===== config.mk =====
export PLATFORM = sky130hd
export DESIGN_NAME = byte_budget_lru_store_flat
export DESIGN_NICKNAME = d
export VERILOG_FILES = /design/src/rtl/core/bbls_pkg.sv /design/src/rtl/core/bbls_if.sv /design/src/rtl/core/bbls_datapath.sv /design/src/rtl/core/bbls_ctrl.sv /design/src/rtl/core/byte_budget_lru_store.sv /design/src/flat_wrapper.sv
export SDC_FILE = /design/constraint.sdc
export NUM_CORES = 2
export LEC_CHECK = 0
export BUFFER_PORTS_ARGS = -buffer_cell sky130_fd_sc_hd__buf_2
export CAP_MARGIN = 10
export CORE_UTILIZATION = 40
export CTS_BUF_LIST = sky130_fd_sc_hd__clkbuf_4
export CTS_CLUSTER_DIAMETER = 30
export CTS_CLUSTER_SIZE = 14
export DETAILED_ROUTE_END_ITERATION = 6
export SYNTH_ARGS = -nofsm -noshare
export SYNTH_HDL_FRONTEND = slang
export SYNTH_SLANG_ARGS = --single-unit

===== constraint.sdc =====
create_clock -name clock -period 34.9 [get_ports clock]
set_input_delay 1.745 -clock clock [delete_from_list [all_inputs] [get_ports clock]]
set_output_delay 1.745 -clock clock [all_outputs]
set_load 0.02 [all_outputs]

===== src/rtl/core/bbls_pkg.sv =====
// Shared types and codes for the byte-budget LRU store.
package bbls_pkg;
   localparam int REQ_BITS = 2;
   localparam int STATUS_BITS = 3;
   localparam int BUDGET_BITS = 40;
   localparam int MAXOBJ_BITS = 24;
   localparam int STAMP_BITS = 48;
   localparam int TOTAL_BITS = 41;
   localparam int CSR_IDX_BITS = 1;
   localparam int CSR_DATA_BITS = 40;

   localparam logic [REQ_BITS-1:0] REQ_STORE = 2'd0;
   localparam logic [REQ_BITS-1:0] REQ_LOAD = 2'd1;
   localparam logic [REQ_BITS-1:0] REQ_INVAL = 2'd2;

   localparam logic [STATUS_BITS-1:0] ST_HIT = 3'd0;
   localparam logic [STATUS_BITS-1:0] ST_MISS = 3'd1;
   localparam logic [STATUS_BITS-1:0] ST_STORED = 3'd2;
   localparam logic [STATUS_BITS-1:0] ST_REJECTED = 3'd3;
   localparam logic [STATUS_BITS-1:0] ST_REMOVED = 3'd4;
   localparam logic [STATUS_BITS-1:0] ST_NOTFOUND = 3'd5;
   localparam logic [STATUS_BITS-1:0] ST_EVICTED = 3'd6;

   localparam logic [CSR_IDX_BITS-1:0] CSR_BUDGET = 1'b0;
   localparam logic [CSR_IDX_BITS-1:0] CSR_MAXOBJ = 1'b1;

   // Commands from controller to datapath.
   typedef struct packed {
      logic scan_start;   // clear scan results, start from entry 0
      logic scan_step;    // examine the current entry
      logic write_entry;  // write the request into the chosen slot
      logic refresh;      // restamp the hit slot
      logic drop_hit;     // invalidate the hit slot
      logic drop_victim;  // invalidate the victim slot
   } cmd_type;

   // Status from datapath to controller.
   typedef struct packed {
      logic scan_done;
      logic hit;
      logic has_free;
      logic has_victim;
      logic over_budget;
      logic size_bad;
   } stat_type;
endpackage


===== src/rtl/core/bbls_if.sv =====
// Valid/ready channel interfaces for requests, responses and CSR writes.
interface bbls_req_if #(parameter int KEY_BITS = 32, parameter int SIZE_BITS = 24);
   logic                 valid;
   logic                 ready;
   logic [1:0]           req_type;
   logic [KEY_BITS-1:0]  obj_key;
   logic [SIZE_BITS-1:0] obj_size;
   modport source (output valid, req_type, obj_key, obj_size, input ready);
   modport sink (input valid, req_type, obj_key, obj_size, output ready);
endinterface

interface bbls_rsp_if #(parameter int KEY_BITS = 32, parameter int SIZE_BITS = 24);
   logic                 valid;
   logic                 ready;
   logic [2:0]           status;
   logic [KEY_BITS-1:0]  evict_key;
   logic [SIZE_BITS-1:0] evict_size;
   logic                 last;
   modport source (output valid, status, evict_key, evict_size, last, input ready);
   modport sink (input valid, status, evict_key, evict_size, last, output ready);
endinterface

interface bbls_csr_if;
   logic        valid;
   logic        ready;
   logic [0:0]  index;
   logic [39:0] data;
   modport source (output valid, index, data, input ready);
   modport sink (input valid, index, data, output ready);
endinterface


===== src/rtl/core/bbls_datapath.sv =====
// Entry table, scan unit, byte total and access clock.
module bbls_datapath
   import bbls_pkg::*;
#(
   parameter int ENTRIES = 32,
   parameter int KEY_BITS = 32,
   parameter int SIZE_BITS = 24
) (
   input  logic                   clock,
   input  logic                   reset,
   input  cmd_type                cmd,
   output stat_type               stat,
   input  logic [KEY_BITS-1:0]    key,
   input  logic [SIZE_BITS-1:0]   size,
   input  logic [BUDGET_BITS-1:0] budget,
   input  logic [MAXOBJ_BITS-1:0] max_obj,
   output logic [KEY_BITS-1:0]    victim_key,
   output logic [SIZE_BITS-1:0]   victim_size
);
   localparam int IDX_BITS = (ENTRIES > 1) ? $clog2(ENTRIES) : 1;
   localparam int CNT_BITS = $clog2(ENTRIES + 1);
   localparam logic [STAMP_BITS-1:0] CLOCK_MAX = '1;
   localparam int TB = (SIZE_BITS + IDX_BITS + 1 > TOTAL_BITS) ?
                       SIZE_BITS + IDX_BITS + 1 : TOTAL_BITS;

   logic [ENTRIES-1:0]    valid_ff;
   logic [KEY_BITS-1:0]   key_mem [ENTRIES];
   logic [SIZE_BITS-1:0]  size_mem [ENTRIES];
   logic [STAMP_BITS-1:0] stamp_mem [ENTRIES];
   logic [TB-1:0]         total_ff;
   logic [STAMP_BITS-1:0] clock_ff;

   logic [CNT_BITS-1:0]   cnt_ff;
   logic                  hit_ff, free_ff, vic_ff;
   logic [IDX_BITS-1:0]   hit_idx_ff, free_idx_ff, vic_idx_ff;
   logic [KEY_BITS-1:0]   vic_key_ff;
   logic [SIZE_BITS-1:0]  vic_size_ff;
   logic [STAMP_BITS-1:0] vic_stamp_ff;

   logic [IDX_BITS-1:0]   cur;
   logic [IDX_BITS-1:0]   slot;
   logic [STAMP_BITS-1:0] next_clock;

   assign cur = cnt_ff[IDX_BITS-1:0];
   assign next_clock = (clock_ff == CLOCK_MAX) ? clock_ff : clock_ff + 1'b1;
   assign slot = hit_ff ? hit_idx_ff : (free_ff ? free_idx_ff : vic_idx_ff);

   always_ff @(posedge clock) begin
      if (reset) begin
         valid_ff <= '0;
         total_ff <= '0;
         clock_ff <= '0;
         cnt_ff <= '0;
         hit_ff <= 1'b0;
         free_ff <= 1'b0;
         vic_ff <= 1'b0;
      end else begin
         if (cmd.scan_start) begin
            cnt_ff <= '0;
            hit_ff <= 1'b0;
            free_ff <= 1'b0;
            vic_ff <= 1'b0;
         end else if (cmd.scan_step && cnt_ff != CNT_BITS'(ENTRIES)) begin
            cnt_ff <= cnt_ff + 1'b1;
            if (valid_ff[cur]) begin
               if (!hit_ff && key_mem[cur] == key) begin
                  hit_ff <= 1'b1;
                  hit_idx_ff <= cur;
               end
               if (!vic_ff || (stamp_mem[cur] < vic_stamp_ff) ||
                   (stamp_mem[cur] == vic_stamp_ff && key_mem[cur] < vic_key_ff)) begin
                  vic_ff <= 1'b1;
                  vic_idx_ff <= cur;
                  vic_key_ff <= key_mem[cur];
                  vic_size_ff <= size_mem[cur];
                  vic_stamp_ff <= stamp_mem[cur];
               end
            end else if (!free_ff) begin
               free_ff <= 1'b1;
               free_idx_ff <= cur;
            end
         end else if (cmd.drop_victim) begin
            // The slot of a victim dropped for a full table takes the new entry.
            free_ff <= 1'b1;
            free_idx_ff <= vic_idx_ff;
         end
         if (cmd.write_entry) begin
            // Replace: remove old size; full-table victim is dropped separately.
            valid_ff[slot] <= 1'b1;
            key_mem[slot] <= key;
            size_mem[slot] <= size;
            stamp_mem[slot] <= next_clock;
            clock_ff <= next_clock;
            total_ff <= total_ff + TB'(size) -
                        (hit_ff ? TB'(size_mem[hit_idx_ff]) : TB'(0));
         end else if (cmd.refresh) begin
            stamp_mem[hit_idx_ff] <= next_clock;
            clock_ff <= next_clock;
         end else if (cmd.drop_hit) begin
            valid_ff[hit_idx_ff] <= 1'b0;
            total_ff <= total_ff - TB'(size_mem[hit_idx_ff]);
         end else if (cmd.drop_victim) begin
            valid_ff[vic_idx_ff] <= 1'b0;
            total_ff <= total_ff - TB'(vic_size_ff);
         end
      end
   end

   assign stat.scan_done = (cnt_ff == CNT_BITS'(ENTRIES));
   assign stat.hit = hit_ff;
   assign stat.has_free = free_ff;
   assign stat.has_victim = vic_ff;
   assign stat.over_budget = total_ff > TB'(budget);
   assign stat.size_bad = (size == '0) || (TB'(size) > TB'(max_obj));
   assign victim_key = vic_key_ff;
   assign victim_size = vic_size_ff;
endmodule


===== src/rtl/core/bbls_ctrl.sv =====
// Request sequencer: scans, evictions and response words.
module bbls_ctrl
   import bbls_pkg::*;
(
   input  logic                   clock,
   input  logic                   reset,
   input  logic                   req_fire,
   input  logic [REQ_BITS-1:0]    req_kind,
   output logic                   busy,
   input  stat_type               stat,
   output cmd_type                cmd,
   output logic                   out_load,
   output logic                   out_evict,
   output logic [STATUS_BITS-1:0] out_status,
   input  logic                   out_free
);
   localparam logic [2:0] S_IDLE = 3'd0;
   localparam logic [2:0] S_SCAN = 3'd1;
   localparam logic [2:0] S_DECIDE = 3'd2;
   localparam logic [2:0] S_FULLEV = 3'd3;
   localparam logic [2:0] S_BSCAN = 3'd4;
   localparam logic [2:0] S_BCHECK = 3'd5;
   localparam logic [2:0] S_BEVICT = 3'd6;
   localparam logic [2:0] S_DONE = 3'd7;

   logic [2:0]            state_ff, state_in;
   logic [REQ_BITS-1:0]   kind_ff, kind_in;
   logic [STATUS_BITS-1:0] fin_ff, fin_in;

   assign busy = (state_ff != S_IDLE);

   always_ff @(posedge clock) begin
      if (reset) begin
         state_ff <= S_IDLE;
         kind_ff <= REQ_STORE;
         fin_ff <= ST_REJECTED;
      end else begin
         state_ff <= state_in;
         kind_ff <= kind_in;
         fin_ff <= fin_in;
      end
   end

   always_comb begin
      state_in = state_ff;
      kind_in = kind_ff;
      fin_in = fin_ff;
      cmd = '0;
      out_load = 1'b0;
      out_evict = 1'b0;
      out_status = fin_ff;
      unique case (state_ff)
         S_IDLE: begin
            if (req_fire) begin
               kind_in = req_kind;
               cmd.scan_start = 1'b1;
               state_in = S_SCAN;
            end
         end
         S_SCAN: begin
            cmd.scan_step = 1'b1;
            if (stat.scan_done) state_in = S_DECIDE;
         end
         S_DECIDE: begin
            state_in = S_DONE;
            priority case (kind_ff)
               REQ_STORE: begin
                  if (stat.size_bad) fin_in = ST_REJECTED;
                  else if (!stat.hit && !stat.has_free) state_in = S_FULLEV;
                  else begin
                     cmd.write_entry = 1'b1;
                     fin_in = ST_STORED;
                     state_in = S_BSCAN;
                  end
               end
               REQ_LOAD: begin
                  fin_in = stat.hit ? ST_HIT : ST_MISS;
                  cmd.refresh = stat.hit;
               end
               REQ_INVAL: begin
                  fin_in = stat.hit ? ST_REMOVED : ST_NOTFOUND;
                  cmd.drop_hit = stat.hit;
               end
               default: fin_in = ST_REJECTED;
            endcase
            if (state_in == S_BSCAN) cmd.scan_start = 1'b1;
         end
         S_FULLEV: begin
            // Report and drop the LRU entry, then write into its slot.
            if (out_free) begin
               out_load = 1'b1;
               out_evict = 1'b1;
               cmd.drop_victim = 1'b1;
               state_in = S_DECIDE;
            end
         end
         S_BSCAN: begin
            cmd.scan_step = 1'b1;
            if (stat.scan_done) state_in = S_BCHECK;
         end
         S_BCHECK: begin
            if (stat.over_budget && stat.has_victim) state_in = S_BEVICT;
            else state_in = S_DONE;
         end
         S_BEVICT: begin
            if (out_free) begin
               out_load = 1'b1;
               out_evict = 1'b1;
               cmd.drop_victim = 1'b1;
               cmd.scan_start = 1'b1;
               state_in = S_BSCAN;
            end
         end
         S_DONE: begin
            if (out_free) begin
               out_load = 1'b1;
               state_in = S_IDLE;
            end
         end
         default: state_in = S_IDLE;
      endcase
   end
endmodule


===== src/rtl/core/byte_budget_lru_store.sv =====
// Top level of the byte-budget LRU store.
// The block keeps a directory of ENTRIES cached objects named by tags.
// Requests arrive as words on req (store, load or invalidate). Config
// registers are written through csr; the user must write them only while
// the block is idle, as the block itself does not enforce it. Each request
// gives one or more response words on rsp. Evictions come as status-evicted
// words with last low; the final word of a request has last high.
// Every request first scans the table, one entry per cycle. A store that
// is written runs a second scan to check the budget, and each budget
// eviction starts that scan again; a full-table eviction adds an evicted
// word before the write. One request is in flight at a time: a new request
// is taken only once the final word has been loaded into the response
// register, so the entry-by-entry table scan sets the request rate.
// A response register holds each word until it is taken; when rsp stalls
// the sequencer waits for the register to empty. Synchronous reset empties
// the table, clears the byte total and access clock and loads the default
// budget and object limit.
module byte_budget_lru_store
   import bbls_pkg::*;
#(
   parameter int ENTRIES = 32,
   parameter int KEY_BITS = 32,
   parameter int SIZE_BITS = 24
) (
   input  logic clock,
   input  logic reset,
   bbls_req_if.sink   req,
   bbls_rsp_if.source rsp,
   bbls_csr_if.sink   csr
);
   logic [BUDGET_BITS-1:0] budget_ff;
   logic [MAXOBJ_BITS-1:0] maxobj_ff;
   logic [KEY_BITS-1:0]    key_ff;
   logic [SIZE_BITS-1:0]   size_ff;

   cmd_type  cmd;
   stat_type stat;
   logic busy, out_load, out_evict, out_free;
   logic [STATUS_BITS-1:0] out_status;
   logic [KEY_BITS-1:0]    vic_key;
   logic [SIZE_BITS-1:0]   vic_size;

   logic                   rsp_valid_ff;
   logic [STATUS_BITS-1:0] rsp_status_ff;
   logic [KEY_BITS-1:0]    rsp_key_ff;
   logic [SIZE_BITS-1:0]   rsp_size_ff;
   logic                   rsp_last_ff;

   assign req.ready = !busy;
   assign csr.ready = 1'b1;
   assign out_free = !rsp_valid_ff || rsp.ready;

   // Configuration registers and the captured request payload.
   always_ff @(posedge clock) begin
      if (reset) begin
         budget_ff <= BUDGET_BITS'(40'd1073741824);
         maxobj_ff <= '1;
      end else if (csr.valid) begin
         unique case (csr.index)
            CSR_BUDGET: budget_ff <= csr.data;
            CSR_MAXOBJ: maxobj_ff <= csr.data[MAXOBJ_BITS-1:0];
            default: ;
         endcase
      end
      if (req.valid && !busy) begin
         key_ff <= req.obj_key;
         size_ff <= req.obj_size;
      end
   end

   // Output register: one word held until the receiver takes it.
   always_ff @(posedge clock) begin
      if (reset) begin
         rsp_valid_ff <= 1'b0;
      end else if (out_load) begin
         rsp_valid_ff <= 1'b1;
      end else if (rsp.ready) begin
         rsp_valid_ff <= 1'b0;
      end
      if (out_load) begin
         rsp_status_ff <= out_evict ? ST_EVICTED : out_status;
         rsp_key_ff <= out_evict ? vic_key : '0;
         rsp_size_ff <= out_evict ? vic_size : '0;
         rsp_last_ff <= !out_evict;
      end
   end

   assign rsp.valid = rsp_valid_ff;
   assign rsp.status = rsp_status_ff;
   assign rsp.evict_key = rsp_key_ff;
   assign rsp.evict_size = rsp_size_ff;
   assign rsp.last = rsp_last_ff;

   bbls_ctrl u_ctrl (
      .clock(clock), .reset(reset),
      .req_fire(req.valid && !busy), .req_kind(req.req_type),
      .busy(busy), .stat(stat), .cmd(cmd),
      .out_load(out_load), .out_evict(out_evict), .out_status(out_status),
      .out_free(out_free)
   );

   bbls_datapath #(.ENTRIES(ENTRIES), .KEY_BITS(KEY_BITS), .SIZE_BITS(SIZE_BITS)) u_dp (
      .clock(clock), .reset(reset), .cmd(cmd), .stat(stat),
      .key(key_ff), .size(size_ff), .budget(budget_ff), .max_obj(maxobj_ff),
      .victim_key(vic_key), .victim_size(vic_size)
   );
endmodule


===== src/flat_wrapper.sv =====
// flat-port wrapper written by rule: the top's interface ports become plain ports
module byte_budget_lru_store_flat import bbls_pkg::*;
#(
   parameter int ENTRIES = 32,
   parameter int KEY_BITS = 32,
   parameter int SIZE_BITS = 24
)
  (clock, reset, req_valid, req_req_type, req_obj_key, req_obj_size, req_ready, rsp_valid, rsp_status, rsp_evict_key, rsp_evict_size, rsp_last, rsp_ready, csr_valid, csr_index, csr_data, csr_ready);
  bbls_req_if #(.KEY_BITS(KEY_BITS), .SIZE_BITS(SIZE_BITS)) req_i ();
  bbls_rsp_if #(.KEY_BITS(KEY_BITS), .SIZE_BITS(SIZE_BITS)) rsp_i ();
  bbls_csr_if csr_i ();
  input  logic clock;
  input  logic reset;
  input wire logic [$bits(req_i.valid)-1:0] req_valid;
  input wire logic [$bits(req_i.req_type)-1:0] req_req_type;
  input wire logic [$bits(req_i.obj_key)-1:0] req_obj_key;
  input wire logic [$bits(req_i.obj_size)-1:0] req_obj_size;
  output wire logic [$bits(req_i.ready)-1:0] req_ready;
  output wire logic [$bits(rsp_i.valid)-1:0] rsp_valid;
  output wire logic [$bits(rsp_i.status)-1:0] rsp_status;
  output wire logic [$bits(rsp_i.evict_key)-1:0] rsp_evict_key;
  output wire logic [$bits(rsp_i.evict_size)-1:0] rsp_evict_size;
  output wire logic [$bits(rsp_i.last)-1:0] rsp_last;
  input wire logic [$bits(rsp_i.ready)-1:0] rsp_ready;
  input wire logic [$bits(csr_i.valid)-1:0] csr_valid;
  input wire logic [$bits(csr_i.index)-1:0] csr_index;
  input wire logic [$bits(csr_i.data)-1:0] csr_data;
  output wire logic [$bits(csr_i.ready)-1:0] csr_ready;
  assign req_i.valid = req_valid;
  assign req_i.req_type = req_req_type;
  assign req_i.obj_key = req_obj_key;
  assign req_i.obj_size = req_obj_size;
  assign req_ready = req_i.ready;
  assign rsp_valid = rsp_i.valid;
  assign rsp_status = rsp_i.status;
  assign rsp_evict_key = rsp_i.evict_key;
  assign rsp_evict_size = rsp_i.evict_size;
  assign rsp_last = rsp_i.last;
  assign rsp_i.ready = rsp_ready;
  assign csr_i.valid = csr_valid;
  assign csr_i.index = csr_index;
  assign csr_i.data = csr_data;
  assign csr_ready = csr_i.ready;
  byte_budget_lru_store #(.ENTRIES(ENTRIES), .KEY_BITS(KEY_BITS), .SIZE_BITS(SIZE_BITS)) u_core (.clock(clock), .reset(reset), .req(req_i), .rsp(rsp_i), .csr(csr_i));
endmodule

==> flow_summary.json <==
{
  "status": "finished with violations",
  "violations": "DRC",
  "yosys.area_share.simple_pct": 3.53,
  "slew_headroom_pct": 10.5,
  "synth-async-reset-ratio_pct": 0,
  "clk_pin_slew_ns": 0.11,
  "crit_fanout": 109,
  "firstDrtPassIters": 7,
  "grt_pass1_wl_um": 654000,
  "peakVddDrop_v": 0.0000322,
  "r2r_end": "u_core.u_dp.vic_stamp_ff[13]",
  "cts_tree": "yes",
  "final_cell_mix": "3,563 x edfxtp_1, 1,154 x mux4_2, 836 x clkbuf_4",
  "cts.sinks": 3776,
  "drv_slew": 0,
  "syn_area_per_cell_um2": 19.2,
  "grtUsageMet2_pct": 38.4,
  "final_antenna_net_count": 0,
  "cts_buffers": 754,
  "hold-path-cell-count": 1,
  "ff2ff_setup_slack_ns": 26.70,
  "synthCells": 8302,
  "drive_gt1_share_pct": 32.5,
  "rsz0062_at_grt": "false",
  "synthMuxAreaShare_pct": 18.4,
  "seq_area_frac_synth_pct": 70.0,
  "min_from": "req_obj_key[16]",
  "cts_resized": 0,
  "synthAdderAreaFrac_pct": 2.13,
  "synth-xor-area-share_pct": 1.05,
  "grt_use_met1_pct": 30.3,
  "fmax_mhz": 122,
  "fin_ws_ns": 26.70,
  "drtIter0Drc": 10311,
  "syn-cell-area_um2": 159000,
  "critPathLaunchType": "flop",
  "die_h_um": 633,
  "worst_ep_arrival_time_ns": 9.37,
  "post_drt_wl_per_cell_um": 30.8,
  "place.gp.congestion": 0.898,
  "hp-class": "in -> reg",
  "fin_skew_ns": 0.189,
  "min_period_ns": 8.20,
  "grtUsageTotal_pct": 22.7,
  "cts_max_level": 6,
  "synth_flop_cell": "edfxtp_1",
  "fp.coreArea_um2": 396000,
  "tns_ns": 0,
  "vias": 87604,
  "critPathTopFamily": "buffers and inverters",
  "syn_nets": 8662,
  "die_x_um": 633,
  "worstPathRequired_ns": 36.07,
  "ys_warn_count": 0,
  "p_leak_nw": 58.8,
  "cpPeakStageDelay_ns": 0.95,
  "dp_hpwl_um": 254000,
  "cpMostUsedCell": "buf_4",
  "rr_worst_depth": 19,
  "grt_max_degree": 124,
  "grt_pass1_vias": 89696,
  "hold_violations": 0,
  "postCtsSetupBuffers": 0,
  "tightestPinTransition_ns": 1.34,
  "dieArea_um2": 400000,
  "pin_count": 167,
  "critPathKind": "reg -> reg",
  "placed_area_um2": 168000,
  "synth_compound_area_share_pct": 2.99,
  "fin_crit_sh_pct": 23.5,
  "antenna_found_initial": 21,
  "hold_end": "u_core.key_ff[16]",
  "rows": 231,
  "clk_latency_ns": 1.72,
  "viasPerCell": 5.85,
  "wirelength_um": 461000,
  "synth.distinct_cells": 85,
  "fin_util_pct": 45.7,
  "pre_cts_slack_ns": 26.76,
  "synth_top_family_by_area": "multiplexers",
  "p_per_area_nw_per_um2": 52.5,
  "crit_chain": "buf_4, buf_4, buf_4, buf_4, mux4_2, and3_1, a31oi_1, nand4_2, ha_1, nand4_1, nor2_1, o2111ai_1, a31oi_1, a211oi_1, o21ai_0, o2111ai_1, o211ai_1, a31oi_4, buf_12",
  "worst_path_max_delay_cell": "dfxtp_4",
  "cts_buffer_depth": 4,
  "setup.worst_path.end_class": "flop",
  "grt_overflow_total": 0,
  "ys_ff_latch": 3776,
  "synth_edf_count": 3563,
  "hold_buffers": 0,
  "initial_core_util_pct": 40.2,
  "io_buffers": 165,
  "design_area_um2": 181000,
  "setup_viol": 0,
  "syn_to_final_growth_pct": 13.7,
  "gr-usage-met3_pct": 3.26,
  "top_usage_layer": "met2",
  "critPathBufInv": 5,
  "root_buffer": "clkbuf_4",
  "drv_cap": 0,
  "fin_nets": 9438,
  "drc": 4,
  "final_common_cell": "edfxtp_1"
}
where the power goes:
group,leakage [nW],internal (mW),switching [mW]
logic,17.6,0.199,0.240
clock network,6.86,2.14,1.96
registers,34.3,4.93,0.0184
total,58.8,7.27,2.22
through the flow:
stage	power [mW]	instances	hold slack [ns]
detailed placement	5.49	13543	0.448
finish	9.49	14982	0.213
global route	9.80	14977	0.148
CTS	9.57	14955	0.0122
floorplan	5.36	8302	0.424
global placement	5.48	13542	0.450
kinds of logic after synthesis:
kind of cell,after synthesis
other,1
DFF,3776
AOI/OAI and AO/OA,738
xor gates and xnor gates,191
muxes,1410
adders and majority gates,256
buffers and inverters,736
and+or+nand+nor,1194
worst max path at each step:
stage	start	end	slack, ns	depth (start not counted)
detailed placement	flop	u_core.u_dp.vic_stamp_ff[25]	26.76	18
CTS	flop	u_core.u_dp.vic_stamp_ff[12]	26.74	18
global route	flop	u_core.u_dp.victim_size[1]	26.45	18
global placement	flop	u_core.u_dp.vic_stamp_ff[24]	26.73	18
floorplan	flop	u_core.u_dp.vic_idx_ff[0]	23.39	22
finish	flop	u_core.u_dp.vic_stamp_ff[13]	26.70	19
registers in the layout, summed over array words and instances (netlist names), 5 cells and up, named ones only:
| register | cells |
|---|---|
| u_core.rsp.evict_key | 32 |
| u_core.u_dp.cnt_ff | 6 |
| u_core.u_dp.hit_idx_ff | 5 |
| u_core.u_dp.victim_size | 24 |
| u_core.u_dp.total_ff | 41 |
| u_core.u_dp.key_mem | 1024 |
| u_core.budget_ff | 40 |
| u_core.u_dp.clock_ff | 48 |
| u_core.maxobj_ff | 24 |
| u_core.size_ff | 24 |
| u_core.rsp.evict_size | 24 |
| u_core.u_dp.stamp_mem | 1536 |
| u_core.u_dp.vic_idx_ff | 5 |
| u_core.u_dp.free_idx_ff | 5 |
| u_core.u_dp.vic_stamp_ff | 48 |
| u_core.u_dp.victim_key | 32 |
| u_core.key_ff | 32 |
| u_core.u_dp.valid_ff | 32 |
| u_core.u_dp.size_mem | 768 |
cell type report:
cell class	count	area (µm²)
antenna	6	15.0
clock buffer	836	6280
clock inverter	576	6550
fill	33444	215000
inverter	311	1180
multi-input combinational	3790	45700
sequential	3776	111000
tap	5242	6560
timing repair buffer	445	3210
synth_stat cells, types with 24 or more instances:
cell / count / area, µm²
a21o_1: 62 / 465
buf_2: 55 / 275
nor2b_1: 43 / 269
a22oi_1: 87 / 653
mux2_2: 76 / 856
buf_1: 75 / 282
nor3_1: 81 / 405
nand2_1: 342 / 1280
edfxtp_1: 3563 / 107000
nand4_1: 62 / 388
dfxtp_1: 213 / 4260
xor2_1: 96 / 841
and3_1: 28 / 175
o211ai_1: 24 / 180
a211oi_1: 44 / 330
fa_1: 25 / 500
mux4_2: 1154 / 26000
o22ai_1: 24 / 150
mux4_1: 36 / 946
mux2i_1: 139 / 1390
nand3_1: 127 / 636
xnor2_1: 95 / 832
and2_1: 40 / 250
clkbuf_1: 258 / 968
inv_1: 307 / 1150
ha_1: 231 / 2890
nor2_1: 353 / 1330
a21oi_1: 248 / 1240
o21ai_0: 99 / 495
layer usage:
| metal | vias up | share of wire [%] |
|---|---|---|
| met5 | - | 0.031 |
| met4 | 22 | 3.2 |
| met3 | 808 | 6.7 |
| met2 | 3867 | 50 |
| met1 | 46801 | 40 |
| li1 | 36106 | - |
(Power assumes the default switching activity.)
